[src/assert_macros.svh]
`ifndef ASSERT_MACROS_SVH
`define ASSERT_MACROS_SVH

// Antecedent holds in this cycle -> consequent holds in the same cycle
`define MFR_ASSERT_IMPL(label, clk, rst_n, ante, cons) \
  label: assert property (@(posedge clk) disable iff (!rst_n) (ante) |-> (cons)) \
    else $error("mfr assertion failed");

// Antecedent holds in this cycle -> consequent holds in the next cycle
`define MFR_ASSERT_NEXT(label, clk, rst_n, ante, cons) \
  label: assert property (@(posedge clk) disable iff (!rst_n) (ante) |=> (cons)) \
    else $error("mfr assertion failed");

`endif

[src/mfr_pkg.sv]
package mfr_pkg;

  localparam int POS_W          = 7;
  localparam int FRAME_OVERHEAD = 13;
  localparam int CFG_IDX_W      = 1;
  localparam int CFG_DATA_W     = 56;
  localparam int ADDR_BYTES     = 7;

  localparam logic [7:0] START_BYTE = 8'h68;
  localparam logic [7:0] END_BYTE   = 8'h16;
  localparam logic [7:0] BCAST_BYTE = 8'hAA;

  localparam logic [8:0] LEN_UNKNOWN = 9'h1FF;

  // byte counts after the current byte is taken
  localparam logic [POS_W-1:0] CNT_START = 7'd1;
  localparam logic [POS_W-1:0] CNT_TYPE  = 7'd2;
  localparam logic [POS_W-1:0] CNT_CTRL  = 7'd10;
  localparam logic [POS_W-1:0] CNT_LEN   = 7'd11;
  localparam logic [POS_W-1:0] CNT_HDR   = 7'd12;

  // frame offsets
  localparam int OFS_ADDR    = 2;
  localparam int OFS_PAYLOAD = 11;

  localparam logic [CFG_IDX_W-1:0] CFG_DEVICE_TYPE    = 1'b0;
  localparam logic [CFG_IDX_W-1:0] CFG_DEVICE_ADDRESS = 1'b1;

  typedef enum logic [1:0] {
    KIND_STATUS       = 2'd0,
    KIND_PAYLOAD      = 2'd1,
    KIND_ADDR_REJECT  = 2'd2,
    KIND_CHECKSUM_ERR = 2'd3
  } kind_t;

endpackage

[src/mfr_frame_ram.sv]
module mfr_frame_ram #(
  parameter int DEPTH = 61,
  parameter int AW    = 6
) (
  input  logic          clk,
  input  logic          we,
  input  logic [AW-1:0] waddr,
  input  logic [7:0]    wdata,
  input  logic [AW-1:0] raddr,
  output logic [7:0]    rdata
);

  logic [7:0] mem [DEPTH];
  logic [7:0] rdata_r;

  always_ff @(posedge clk) begin
    if (we) begin
      mem[waddr] <= wdata;
    end
    rdata_r <= mem[raddr];
  end

  assign rdata = rdata_r;

endmodule

[src/meter_frame_receiver_unit.sv]
// A byte that does not close a frame is taken and gives no result. A closing byte starts the
// address check, read back byte by byte from the frame store; after it the status item is loaded
// once the output is free, and payload bytes follow via ST_FETCH and ST_PAY (one RAM read each).
// The input is closed from the closing byte until the frame's last item is loaded; an output
// stall holds it closed longer. Reset (rst_n low, synchronous) clears the parser, the
// sequencer, out_tvalid and the configuration registers; the frame store is not cleared.
`include "assert_macros.svh"

module meter_frame_receiver_unit #(
  parameter int MAX_PAYLOAD = 48
) (
  input  logic                             clk,
  input  logic                             rst_n,
  input  logic                             in_tvalid,
  output logic                             in_tready,
  input  logic [7:0]                       in_tdata,   // [7:0] rx_byte
  output logic                             out_tvalid,
  input  logic                             out_tready,
  output logic [23:0]                      out_tdata,  // [6:0] control_code,
                                                       // [12:7] payload_length,
                                                       // [20:13] payload_byte
  output logic [1:0]                       out_tuser,  // [1:0] kind
  output logic                             out_tlast,
  input  logic                             cfg_we,
  input  logic [mfr_pkg::CFG_IDX_W-1:0]    cfg_addr,
  input  logic [mfr_pkg::CFG_DATA_W-1:0]   cfg_wdata
);

  import mfr_pkg::*;

  localparam int DEPTH   = MAX_PAYLOAD + FRAME_OVERHEAD;
  localparam int AW      = $clog2(DEPTH);
  localparam int OVERRUN = MAX_PAYLOAD + FRAME_OVERHEAD - 2;

  typedef enum logic [2:0] {
    ST_IDLE,
    ST_CHK,
    ST_STAT,
    ST_FETCH,
    ST_PAY
  } state_t;

  state_t                state_r;
  logic [POS_W-1:0]      pos_r;
  logic [POS_W-1:0]      pos_nxt;
  logic [POS_W-1:0]      cnt;
  logic [8:0]            exp_r;
  logic [8:0]            exp_nxt;
  logic                  frame_done;
  logic                  in_fire;
  logic [7:0]            sum_all_r;
  logic [7:0]            sum_prev_r;
  logic [7:0]            prev_byte_r;
  logic [7:0]            sum_base;
  logic [6:0]            ctrl_r;
  logic [5:0]            len_r;
  logic                  chk_ok_r;
  logic                  addr_ok_r;
  logic                  own_r;
  logic                  bcast_r;
  logic [2:0]            step_r;
  logic [2:0]            cmp_idx;
  logic [7:0]            addr_byte;
  logic                  own_hit;
  logic                  bcast_hit;
  logic [AW-1:0]         ra_r;
  logic [5:0]            pay_cnt_r;
  logic                  pay_last;
  logic [7:0]            rd_data;
  logic                  store_we;
  logic [7:0]            dev_type_r;
  logic [CFG_DATA_W-1:0] dev_addr_r;
  logic                  out_free;
  logic                  out_load;
  logic                  frame_bad;
  logic                  out_tvalid_r;
  logic                  out_tlast_r;
  kind_t                 out_kind_r;
  logic [7:0]            out_byte_r;
  logic [6:0]            out_ctrl_r;
  logic [5:0]            out_len_r;

  assign in_tready = (state_r == ST_IDLE);
  assign in_fire   = in_tvalid && in_tready;
  assign cnt       = pos_r + POS_W'(1);
  assign store_we  = in_fire && (pos_r < POS_W'(DEPTH));
  assign sum_base  = (pos_r == '0) ? 8'd0 : sum_all_r;

  always_comb begin
    pos_nxt    = cnt;
    exp_nxt    = exp_r;
    frame_done = 1'b0;
    if (cnt > CNT_HDR) begin
      if (in_tdata == END_BYTE && {2'b00, cnt} == exp_r) begin
        frame_done = 1'b1;
        pos_nxt    = '0;
        exp_nxt    = LEN_UNKNOWN;
      end else if ({2'b00, cnt} > exp_r || cnt >= POS_W'(OVERRUN)) begin
        pos_nxt = '0;
        exp_nxt = LEN_UNKNOWN;
      end
    end else begin
      case (cnt)
        CNT_LEN:   exp_nxt = 9'(in_tdata) + 9'(FRAME_OVERHEAD);
        CNT_CTRL:  if (in_tdata[7]) pos_nxt = '0;
        CNT_TYPE:  if (in_tdata != dev_type_r) pos_nxt = '0;
        CNT_START: if (in_tdata != START_BYTE) pos_nxt = '0;
        default:   ;
      endcase
    end
  end

  mfr_frame_ram #(
    .DEPTH (DEPTH),
    .AW    (AW)
  ) u_store (
    .clk   (clk),
    .we    (store_we),
    .waddr (pos_r[AW-1:0]),
    .wdata (in_tdata),
    .raddr (ra_r),
    .rdata (rd_data)
  );

  always_ff @(posedge clk) begin
    if (!rst_n) begin
      dev_type_r <= '0;
      dev_addr_r <= '0;
    end else if (cfg_we) begin
      case (cfg_addr)
        CFG_DEVICE_TYPE:    dev_type_r <= cfg_wdata[7:0];
        CFG_DEVICE_ADDRESS: dev_addr_r <= cfg_wdata;
        default:            ;
      endcase
    end
  end

  // header parsing and running checksum
  always_ff @(posedge clk) begin
    if (!rst_n) begin
      pos_r <= '0;
      exp_r <= LEN_UNKNOWN;
    end else if (in_fire) begin
      pos_r <= pos_nxt;
      exp_r <= exp_nxt;
    end
  end

  always_ff @(posedge clk) begin
    if (in_fire) begin
      sum_prev_r  <= sum_base;
      sum_all_r   <= sum_base + in_tdata;
      prev_byte_r <= in_tdata;
      if (cnt == CNT_CTRL) ctrl_r <= in_tdata[6:0];
      if (cnt == CNT_LEN) len_r <= in_tdata[5:0];
      if (frame_done) chk_ok_r <= (sum_prev_r == prev_byte_r);
    end
  end

  // address byte compared against the RAM word addressed in the previous cycle
  assign cmp_idx   = step_r - 3'd1;
  assign addr_byte = dev_addr_r[{cmp_idx, 3'b000} +: 8];
  assign own_hit   = (rd_data == addr_byte);
  assign bcast_hit = (rd_data == BCAST_BYTE);
  assign out_free  = !out_tvalid_r || out_tready;
  assign out_load  = out_free && (state_r == ST_STAT || state_r == ST_PAY);
  assign frame_bad = !addr_ok_r || !chk_ok_r;
  assign pay_last  = ({1'b0, pay_cnt_r} + 7'd1) == {1'b0, len_r};

  always_ff @(posedge clk) begin
    if (!rst_n) begin
      state_r      <= ST_IDLE;
      out_tvalid_r <= 1'b0;
    end else begin
      if (out_load) begin
        out_tvalid_r <= 1'b1;
      end else if (out_tready) begin
        out_tvalid_r <= 1'b0;
      end
      case (state_r)
        ST_IDLE: begin
          if (in_fire && frame_done) begin
            ra_r    <= AW'(OFS_ADDR);
            step_r  <= '0;
            state_r <= ST_CHK;
          end
        end
        ST_CHK: begin
          ra_r   <= ra_r + AW'(1);
          step_r <= step_r + 3'd1;
          if (step_r == 3'd1) begin
            own_r   <= own_hit;
            bcast_r <= bcast_hit;
          end else if (step_r != 3'd0) begin
            own_r   <= own_r && own_hit;
            bcast_r <= bcast_r && bcast_hit;
          end
          if (step_r == 3'(ADDR_BYTES)) begin
            addr_ok_r <= (own_r && own_hit) || (bcast_r && bcast_hit);
            state_r   <= ST_STAT;
          end
        end
        ST_STAT: begin
          if (out_free) begin
            out_ctrl_r   <= ctrl_r;
            out_len_r    <= len_r;
            out_byte_r   <= 8'd0;
            out_tlast_r  <= frame_bad || (len_r == '0);
            if (!addr_ok_r) begin
              out_kind_r <= KIND_ADDR_REJECT;
            end else if (!chk_ok_r) begin
              out_kind_r <= KIND_CHECKSUM_ERR;
            end else begin
              out_kind_r <= KIND_STATUS;
            end
            if (frame_bad || len_r == '0) begin
              state_r <= ST_IDLE;
            end else begin
              ra_r      <= AW'(OFS_PAYLOAD);
              pay_cnt_r <= '0;
              state_r   <= ST_FETCH;
            end
          end
        end
        ST_FETCH: begin
          state_r <= ST_PAY;
        end
        ST_PAY: begin
          if (out_free) begin
            out_kind_r   <= KIND_PAYLOAD;
            out_ctrl_r   <= ctrl_r;
            out_len_r    <= len_r;
            out_byte_r   <= rd_data;
            out_tlast_r  <= pay_last;
            pay_cnt_r    <= pay_cnt_r + 6'd1;
            ra_r         <= ra_r + AW'(1);
            state_r      <= pay_last ? ST_IDLE : ST_FETCH;
          end
        end
        default: state_r <= ST_IDLE;
      endcase
    end
  end

  assign out_tvalid = out_tvalid_r;
  assign out_tdata  = {3'b000, out_byte_r, out_len_r, out_ctrl_r};
  assign out_tuser  = out_kind_r;
  assign out_tlast  = out_tlast_r;

  `MFR_ASSERT_NEXT(a_done_starts_check, clk, rst_n, in_fire && frame_done, state_r == ST_CHK)
  `MFR_ASSERT_IMPL(a_pos_below_overrun, clk, rst_n, 1'b1, pos_r < POS_W'(OVERRUN))
  `MFR_ASSERT_IMPL(a_pay_in_range, clk, rst_n, state_r == ST_FETCH || state_r == ST_PAY, pay_cnt_r < len_r)

endmodule
[config.mk]
export PLATFORM = sky130hd
export DESIGN_NAME = meter_frame_receiver_unit
export DESIGN_NICKNAME = d
export VERILOG_FILES = /design/src/mfr_pkg.sv /design/src/mfr_frame_ram.sv /design/src/meter_frame_receiver_unit.sv
export VERILOG_INCLUDE_DIRS = /design/src /design/src/src
export SDC_FILE = /design/constraint.sdc
export NUM_CORES = 1
export LEC_CHECK = 0
export BUFFER_PORTS_ARGS = -buffer_cell sky130_fd_sc_hd__buf_2
export CAP_MARGIN = 0
export CORE_MARGIN = 2
export CORE_UTILIZATION = 50
export DETAILED_ROUTE_END_ITERATION = 10
export GPL_TIMING_DRIVEN = 0
export PLACE_DENSITY = 0.67
export SETUP_SLACK_MARGIN = 0.4
export SLEW_MARGIN = 20
export SYNTH_ARGS = -nofsm -noshare
export SYNTH_HDL_FRONTEND = slang
export SYNTH_SLANG_ARGS = --single-unit
[constraint.sdc]
create_clock -name clk -period 4.13 [get_ports clk]
set_input_delay 0.826 -clock clk [delete_from_list [all_inputs] [get_ports clk]]
set_output_delay 0.826 -clock clk [all_outputs]
set_load 0.05 [all_outputs]
=== After elaboration in Yosys (flattened, before gate mapping) ===
Memory sizes are Yosys's and may differ from the RTL's. A register that Yosys moved wholly into a read port is not among the register bits.
Index checks and enable logic that the tools add are counted.

* Flip-flop bits (word level): 164
* Memory bits (writable): 488
* Bits of input ports: 70
* Logic and storage cells: 154
* Output and inout bits: 29
* Memories: 1

{| class="wikitable"
|+ Memory list
! name !! words !! width !! rd ports !! clocked after Yosys merged registers in !! write ports !! RTL line !! RTL
|-
| u_store.mem || 61 || 8 || 1 || 1 || 1 || mfr_frame_ram.sv:13 || <nowiki>logic [7:0] mem [DEPTH];</nowiki>
|}

* Mux-type cells: 51
* Equality and inequality tests: 24
* Shift operators: 1
* Bitwise gates (word level): 1
* Reduce and logical (&&, ||, !) cells: 41
* $lt $le $gt $ge: 4
* $add $sub $neg: 8

{| class="wikitable"
|+ Operator list
! operator !! number
|-
| 56-bit by 7-bit indexed part select with 8-bit output || 1
|-
| 6-bit two-way mux || 7
|-
| 7-bit two-way mux || 6
|-
| 9-bit two-way mux || 4
|-
| 8-bit two-way mux || 3
|-
| 6-bit one-hot mux with 4 select lines || 1
|-
| 7-bit one-hot mux with 3 select lines || 1
|-
| 8-bit equality test || 2
|-
| 8-bit one-hot mux with 2 select lines || 1
|-
| 3-bit two-way mux || 5
|-
| 3-bit one-hot mux with 5 select lines || 1
|-
| 3-bit AND reduction || 5
|-
| 7-bit by 4-bit equality test with 1-bit output, second input constant || 2
|-
| 6-bit by 1-bit adder with 6-bit output, second input constant || 2
|-
| 1-bit two-way mux || 12
|-
| 2-bit two-way mux || 6
|-
| 6-bit one-hot mux with 2 select lines || 1
|-
| 2-bit AND reduction || 5
|-
| 2-bit nonzero test || 5
|-
| 8-bit by 4-bit adder with 9-bit output, second input constant || 1
|-
| 7-bit by 9-bit equality test with 1-bit output || 1
|-
| 7-bit by 9-bit greater-than comparator with 1-bit output || 1
|-
| 8-bit adder || 1
|-
| 8-bit by 5-bit equality test with 1-bit output, second input constant || 1
|-
| 35 further kinds || 55
|}

=== Depth between registers and ports, before layout ===
* Word-level depth: 8
* Mapped depth: 14
* Mapped depth without buffers: 13

=== Cells and area by module ===
A second synthesis with hierarchy kept.

* Cell total of the unflattened synthesis: 1,763
* Area, all modules: 27,597.7 um2

{| class="wikitable"
|+ Modules (own cells, without submodules)
! module !! times used !! cells each !! sequential area each (um2) !! area each (um2)
|-
| mfr_frame_ram || 1 || 886 || 14,814.2 || 19,197.2
|-
| meter_frame_receiver_unit || 1 || 877 || 4,083.9 || 8,400.6
|}

=== Least setup slack after synthesis ===
Ideal clock, no wire load.

* Kind: register to register
* Start point: register state_r[0]
* End point: register ctrl_r[0] (enable)
* Arrival time: 3,340 ps
* Setup time: 326 ps
* Clock period less this slack: 3,666 ps
* Stages on the path, launching flop included: 7
* Path buffers: 1
* Path slack: 464 ps
* Required time: 3,804 ps
* Cell sequence: dfxtp_1 clkbuf_1 nor3_1 nand2_1 inv_1 o2111a_1 and2_1

* Word-level cells in the longest chain between the ends: 3

{| class="wikitable"
|+ RTL lines
! element !! RTL line !! RTL
|-
| start, declared || meter_frame_receiver_unit.sv:43 || <nowiki>state_t state_r;</nowiki>
|-
| start signal, assigned || meter_frame_receiver_unit.sv:237 || <nowiki>state_r <= pay_last ? ST_IDLE : ST_FETCH;</nowiki>
|-
| 3-bit logical NOT || meter_frame_receiver_unit.sv:83 || <nowiki>assign in_tready = (state_r == ST_IDLE);</nowiki>
|-
| net in_tready || meter_frame_receiver_unit.sv:15 || <nowiki>output logic in_tready,</nowiki>
|-
| 1-bit logical AND || meter_frame_receiver_unit.sv:84 || <nowiki>assign in_fire = in_tvalid && in_tready;</nowiki>
|-
| net in_fire || meter_frame_receiver_unit.sv:50 || <nowiki>logic in_fire;</nowiki>
|-
| 2-bit AND reduction (no line) || -- ||
|-
| end signal, assigned || meter_frame_receiver_unit.sv:154 || <nowiki>if (cnt == CNT_CTRL) ctrl_r <= in_tdata[6:0];</nowiki>
|-
| end, declared || meter_frame_receiver_unit.sv:55 || <nowiki>logic [6:0] ctrl_r;</nowiki>
|}

The timed path passes the listed nets, and every way through them passes these cells.
A chain may end at the register's enable or synchronous reset.

=== Worst setup path in the final report ===
* Start point: register state_r[0]
* End point: memory u_store.mem[41][2] (enable)

* Word-level cells in the longest chain between the ends: 5

{| class="wikitable"
|+ RTL lines
! element !! RTL line !! RTL
|-
| 3-bit logical NOT || meter_frame_receiver_unit.sv:83 ||
|-
| 1-bit logical AND || meter_frame_receiver_unit.sv:84 ||
|-
| 1-bit logical AND || meter_frame_receiver_unit.sv:86 || <nowiki>assign store_we = in_fire && (pos_r < POS_W'(DEPTH));</nowiki>
|-
| 1-bit two-way mux || mfr_frame_ram.sv:17 || <nowiki>if (we) begin</nowiki>
|-
| 1-bit two-way mux (not written as such) || mfr_frame_ram.sv:18 || <nowiki>mem[waddr] <= wdata;</nowiki>
|-
| end, declared || mfr_frame_ram.sv:13 ||
|}

No other way between the ends.

==> flow_summary_export.csv <==
group,metric,value,unit
run_status,status,"finished, final reports clean",
worst_setup_path,cp.arrival,3.82,ns
finish,final_util,0.573,
worst_setup_path,r2r_cells,6,
finish,layout_commonest_cell,"edfxtp_1",
global_route,grt_max_degree,72,
placed_design,place_inst,2394,
routing,drt-pass1-iter-count,5,
yosys,synth_cell_types,68,
yosys,syn_area,0.0272,sq mm
worst_setup_path,r2r-end,"u_store.mem[41][2]",
pwr,total_power,0.0135,W
sta,slew_violations,0,
worst_setup_path,criticalPathCategory,"flip-flop to flip-flop",
clock_tree,cts_tree,"built",
global_route,first_global_vias,14933,
worst_hold_path,min_from,"ctrl_r[1]",
sta,worst_clock_skew,0.0259,ns
routing,drt-initial-drc-count,1413,
worst_hold_path,worstHoldPathCells,0,
yosys,ys_ff_latch,660,
pwr,power_switching,0.00275,W
routing,drcViolationCount,0,
global_route,grt_pass1_wl,92200,um
routing,vias,14802,
pwr,seqPwrFrac,0.539,
routing,routed_wl,61600,um
sta,finalHoldViolCount,0,
placed_design,dp_hpwl,39700,um
pwr,p_int,0.0108,W
pwr,power.density,439,mW/mm^2
yosys,synth_top_family_by_area,"multiplexers",
yosys,yosysSeqAreaShare,0.695,
sta,setup_viol,0,
routing,drt-wirelength-per-cell,24.5,um
sta,fmax,0.277,GHz
floorplanning,start_util,0.505,
pwr,comb_power_share,0.023,
finish,nets,1866,
sta,max_slew_margin,0.301,
global_route,antenna_found_initial,1,
yosys,synthSimpleGateAreaFrac,0.0653,
yosys,synth_fa_ha_area_frac,0.0127,
yosys,synth_cells,1600,
clock_tree,root_buffer,"clkbuf_16",
clock_tree,postCtsSetupBuffers,0,
placed_design,place.gp.congestion,0.901,
sta,worst_pin_slew,1.04,ns
sta,period_share,0.874,
finish,multiInputGateArea,0.00787,sq mm
worst_setup_path,r2r_setup_slack,0.52,ns
sta,rsz0062_at_grt,"yes",
finish,most-common-layout-cells,"edfxtp_1 (568), mux4_2 (165), nand2_1 (151)",
placed_design,numPortBuffers,95,
floorplanning,die_w,237,um
worst_setup_path,r2r_start,"state_r[0]",
worst_setup_path,start_kind,"flip-flop",
clock_tree,clock_latency,0.61,ns
finish,final_cells,2515,
global_route,grt_usage,0.223,
finish,antenna_cells,0,
floorplanning,die_h,237,um
clock_tree,cts.sinks,660,
floorplanning,rows,85,
worst_setup_path,critical_path_required,4.34,ns
pwr,peakVddDrop,0.379,mV
floorplanning,core-area,0.0538,sq mm
worst_setup_path,endpoint_kind,"flip-flop",
floorplanning,dieArea,0.0563,sq mm
finish,nFillCells,4064,
clock_tree,cts_buffers,69,
pwr,power.leakage,10.3,nW
yosys,synth_edf_count,568,
floorplanning,ios,99,
yosys,synth_compound_area_frac,0.0365,
worst_setup_path,path_max_fanout,10,
clock_tree,cts.path.max_buffers,3,
yosys,synth_xor_area_frac,0.0241,
finish,drive_gt1_frac,0.231,
pwr,clockPowerShare,0.438,
yosys,ys.warnings.count,0,
finish,regArea,0.0189,sq mm
pwr,p_sw_frac,0.203,
routing,routed_via_density,5.89,
finish,fin_area,0.0308,sq mm
yosys,muxShareOfSynthArea,0.147,
placed_design,postPlaceCellArea,0.0286,sq mm
yosys,async_flop_share,0,
job,drv_cap,0,
yosys,synthFlopType,"edfxtp_1",
worst_hold_path,hold_path.class,"flip-flop to flip-flop",
routing,ant_nets,0,
clock_tree,path_clk_slew,0.06,ns
finish,area_growth,13.4,%
worst_hold_path,holdPathEnd,"out_ctrl_r[1]",
global_route,grt-ovfl-total,0,
sta,min_period,3.61,ns
yosys,postSynthAreaPerCell,17.0,sq um
clock_tree,htree_levels,3,
==> worst max-delay path, cell delays in order, from the launching register on <==
cell and delay (ns):
dfxtp_1 0.31, clkbuf_1 0.21, nor3_1 0.61, nand2_1 0.43
nor3b_1 0.51, nand2_1 0.43, nor2_1 0.72
==> cells in the mapped netlist (21+ instances only) <==
master	count	area [sq um]
nand3_1	38	190
nor2b_1	23	144
inv_1	27	101
a21oi_1	26	130
edfxtp_1	568	17100
a21boi_0	57	428
dfxtp_1	92	1840
ha_1	26	325
and3_1	21	131
clkbuf_1	57	214
nand2_1	151	567
nor2_1	111	417
xnor2_1	43	377
mux4_2	165	3720
==> how the worst max path moves through the flow <==
stage | cells after the start | start | endpoint | slack, ns
4_1_cts | 12 | pos_r[1] | exp_r[5] | 0.41
5_1_grt | 6 | state_r[0] | u_store.mem[22][1] | 0.27
3_5_place_dp | 9 | pos_r[0] | ra_r[4] | -0.11
6_report | 6 | state_r[0] | u_store.mem[41][2] | 0.52
3_3_place_gp | 7 | in_tdata[1] | ra_r[5] | -0.11
2_1_floorplan | 6 | state_r[0] | ctrl_r[0] | 0.46
==> state kept, by name, indices dropped and copies added (netlist names), 2 cells and up <==
signal         cells
out_byte_r         8
step_r             3
out_tuser          2
ctrl_r             7
sum_all_r          8
u_store.mem      488
u_store.rdata      8
sum_prev_r         8
out_len_r          6
dev_addr_r        56
out_ctrl_r         7
ra_r               6
exp_r              9
len_r              6
dev_type_r         8
prev_byte_r        8
pay_cnt_r          6
state_r            3
pos_r              7
==> layout make-up <==
cell class	count	share of cell area
multi-input cells	825	0.255
flip-flops and latches	660	0.613
clock buffers	95	0.0639
inverters	29	0.00353
plain buffers	88	0.0138
repair buffers	96	0.0170
well taps	696	0.0282
clock inverters	26	0.00572
==> routing by layer <==
layer | vias up | wire length [um] | global-route usage
met1 | 7514 | 24900 | 0.298
met5 | - | 0 | 0
met3 | 123 | 4740 | 0.0507
met4 | 0 | 2090 | 0.0873
met2 | 628 | 29800 | 0.359
li1 | 6537 | - | -
==> per-stage QoR <==
stage | hold WS (ns) | setup slack (ns) | TNS, ns
detailed placement | 0.408 | -0.114 | -0.858
CTS | 0.416 | 0.407 | 0
global placement | 0.406 | -0.110 | -0.763
floorplan | 0.400 | 0.464 | 0
finish | 0.415 | 0.522 | 0
global route | 0.414 | 0.266 | 0
==> logic make-up after synthesis <==
group                      count (synthesis)
DFF                                      660
and+or+nand+nor                          395
muxes                                    193
AOI/OAI and AO/OA                        139
buffers and inverters                    117
xor gates and xnor gates                  68
adders and majority gates                 27
other                                      1
==> repair_timing <==
item / 4_1_cts / 5_1_grt
resized for setup: 7 / 31
endpoints found under the hold margin: 0 / 0
setup endpoints to repair: 32 / 338
hold buffers: 0 / 0
==> power groups by stage <==
stage	registers (W)	logic, W	clock network [W]
final	0.00729	0.000307	0.00592
after global routing	0.00729	0.000340	0.00627
after CTS	0.00729	0.000312	0.00602
after detailed placement	0.00743	0.000310	0
after global placement	0.00743	0.000295	0
after floorplan	0.00742	0.000130	0
(Power assumes the default switching activity.)
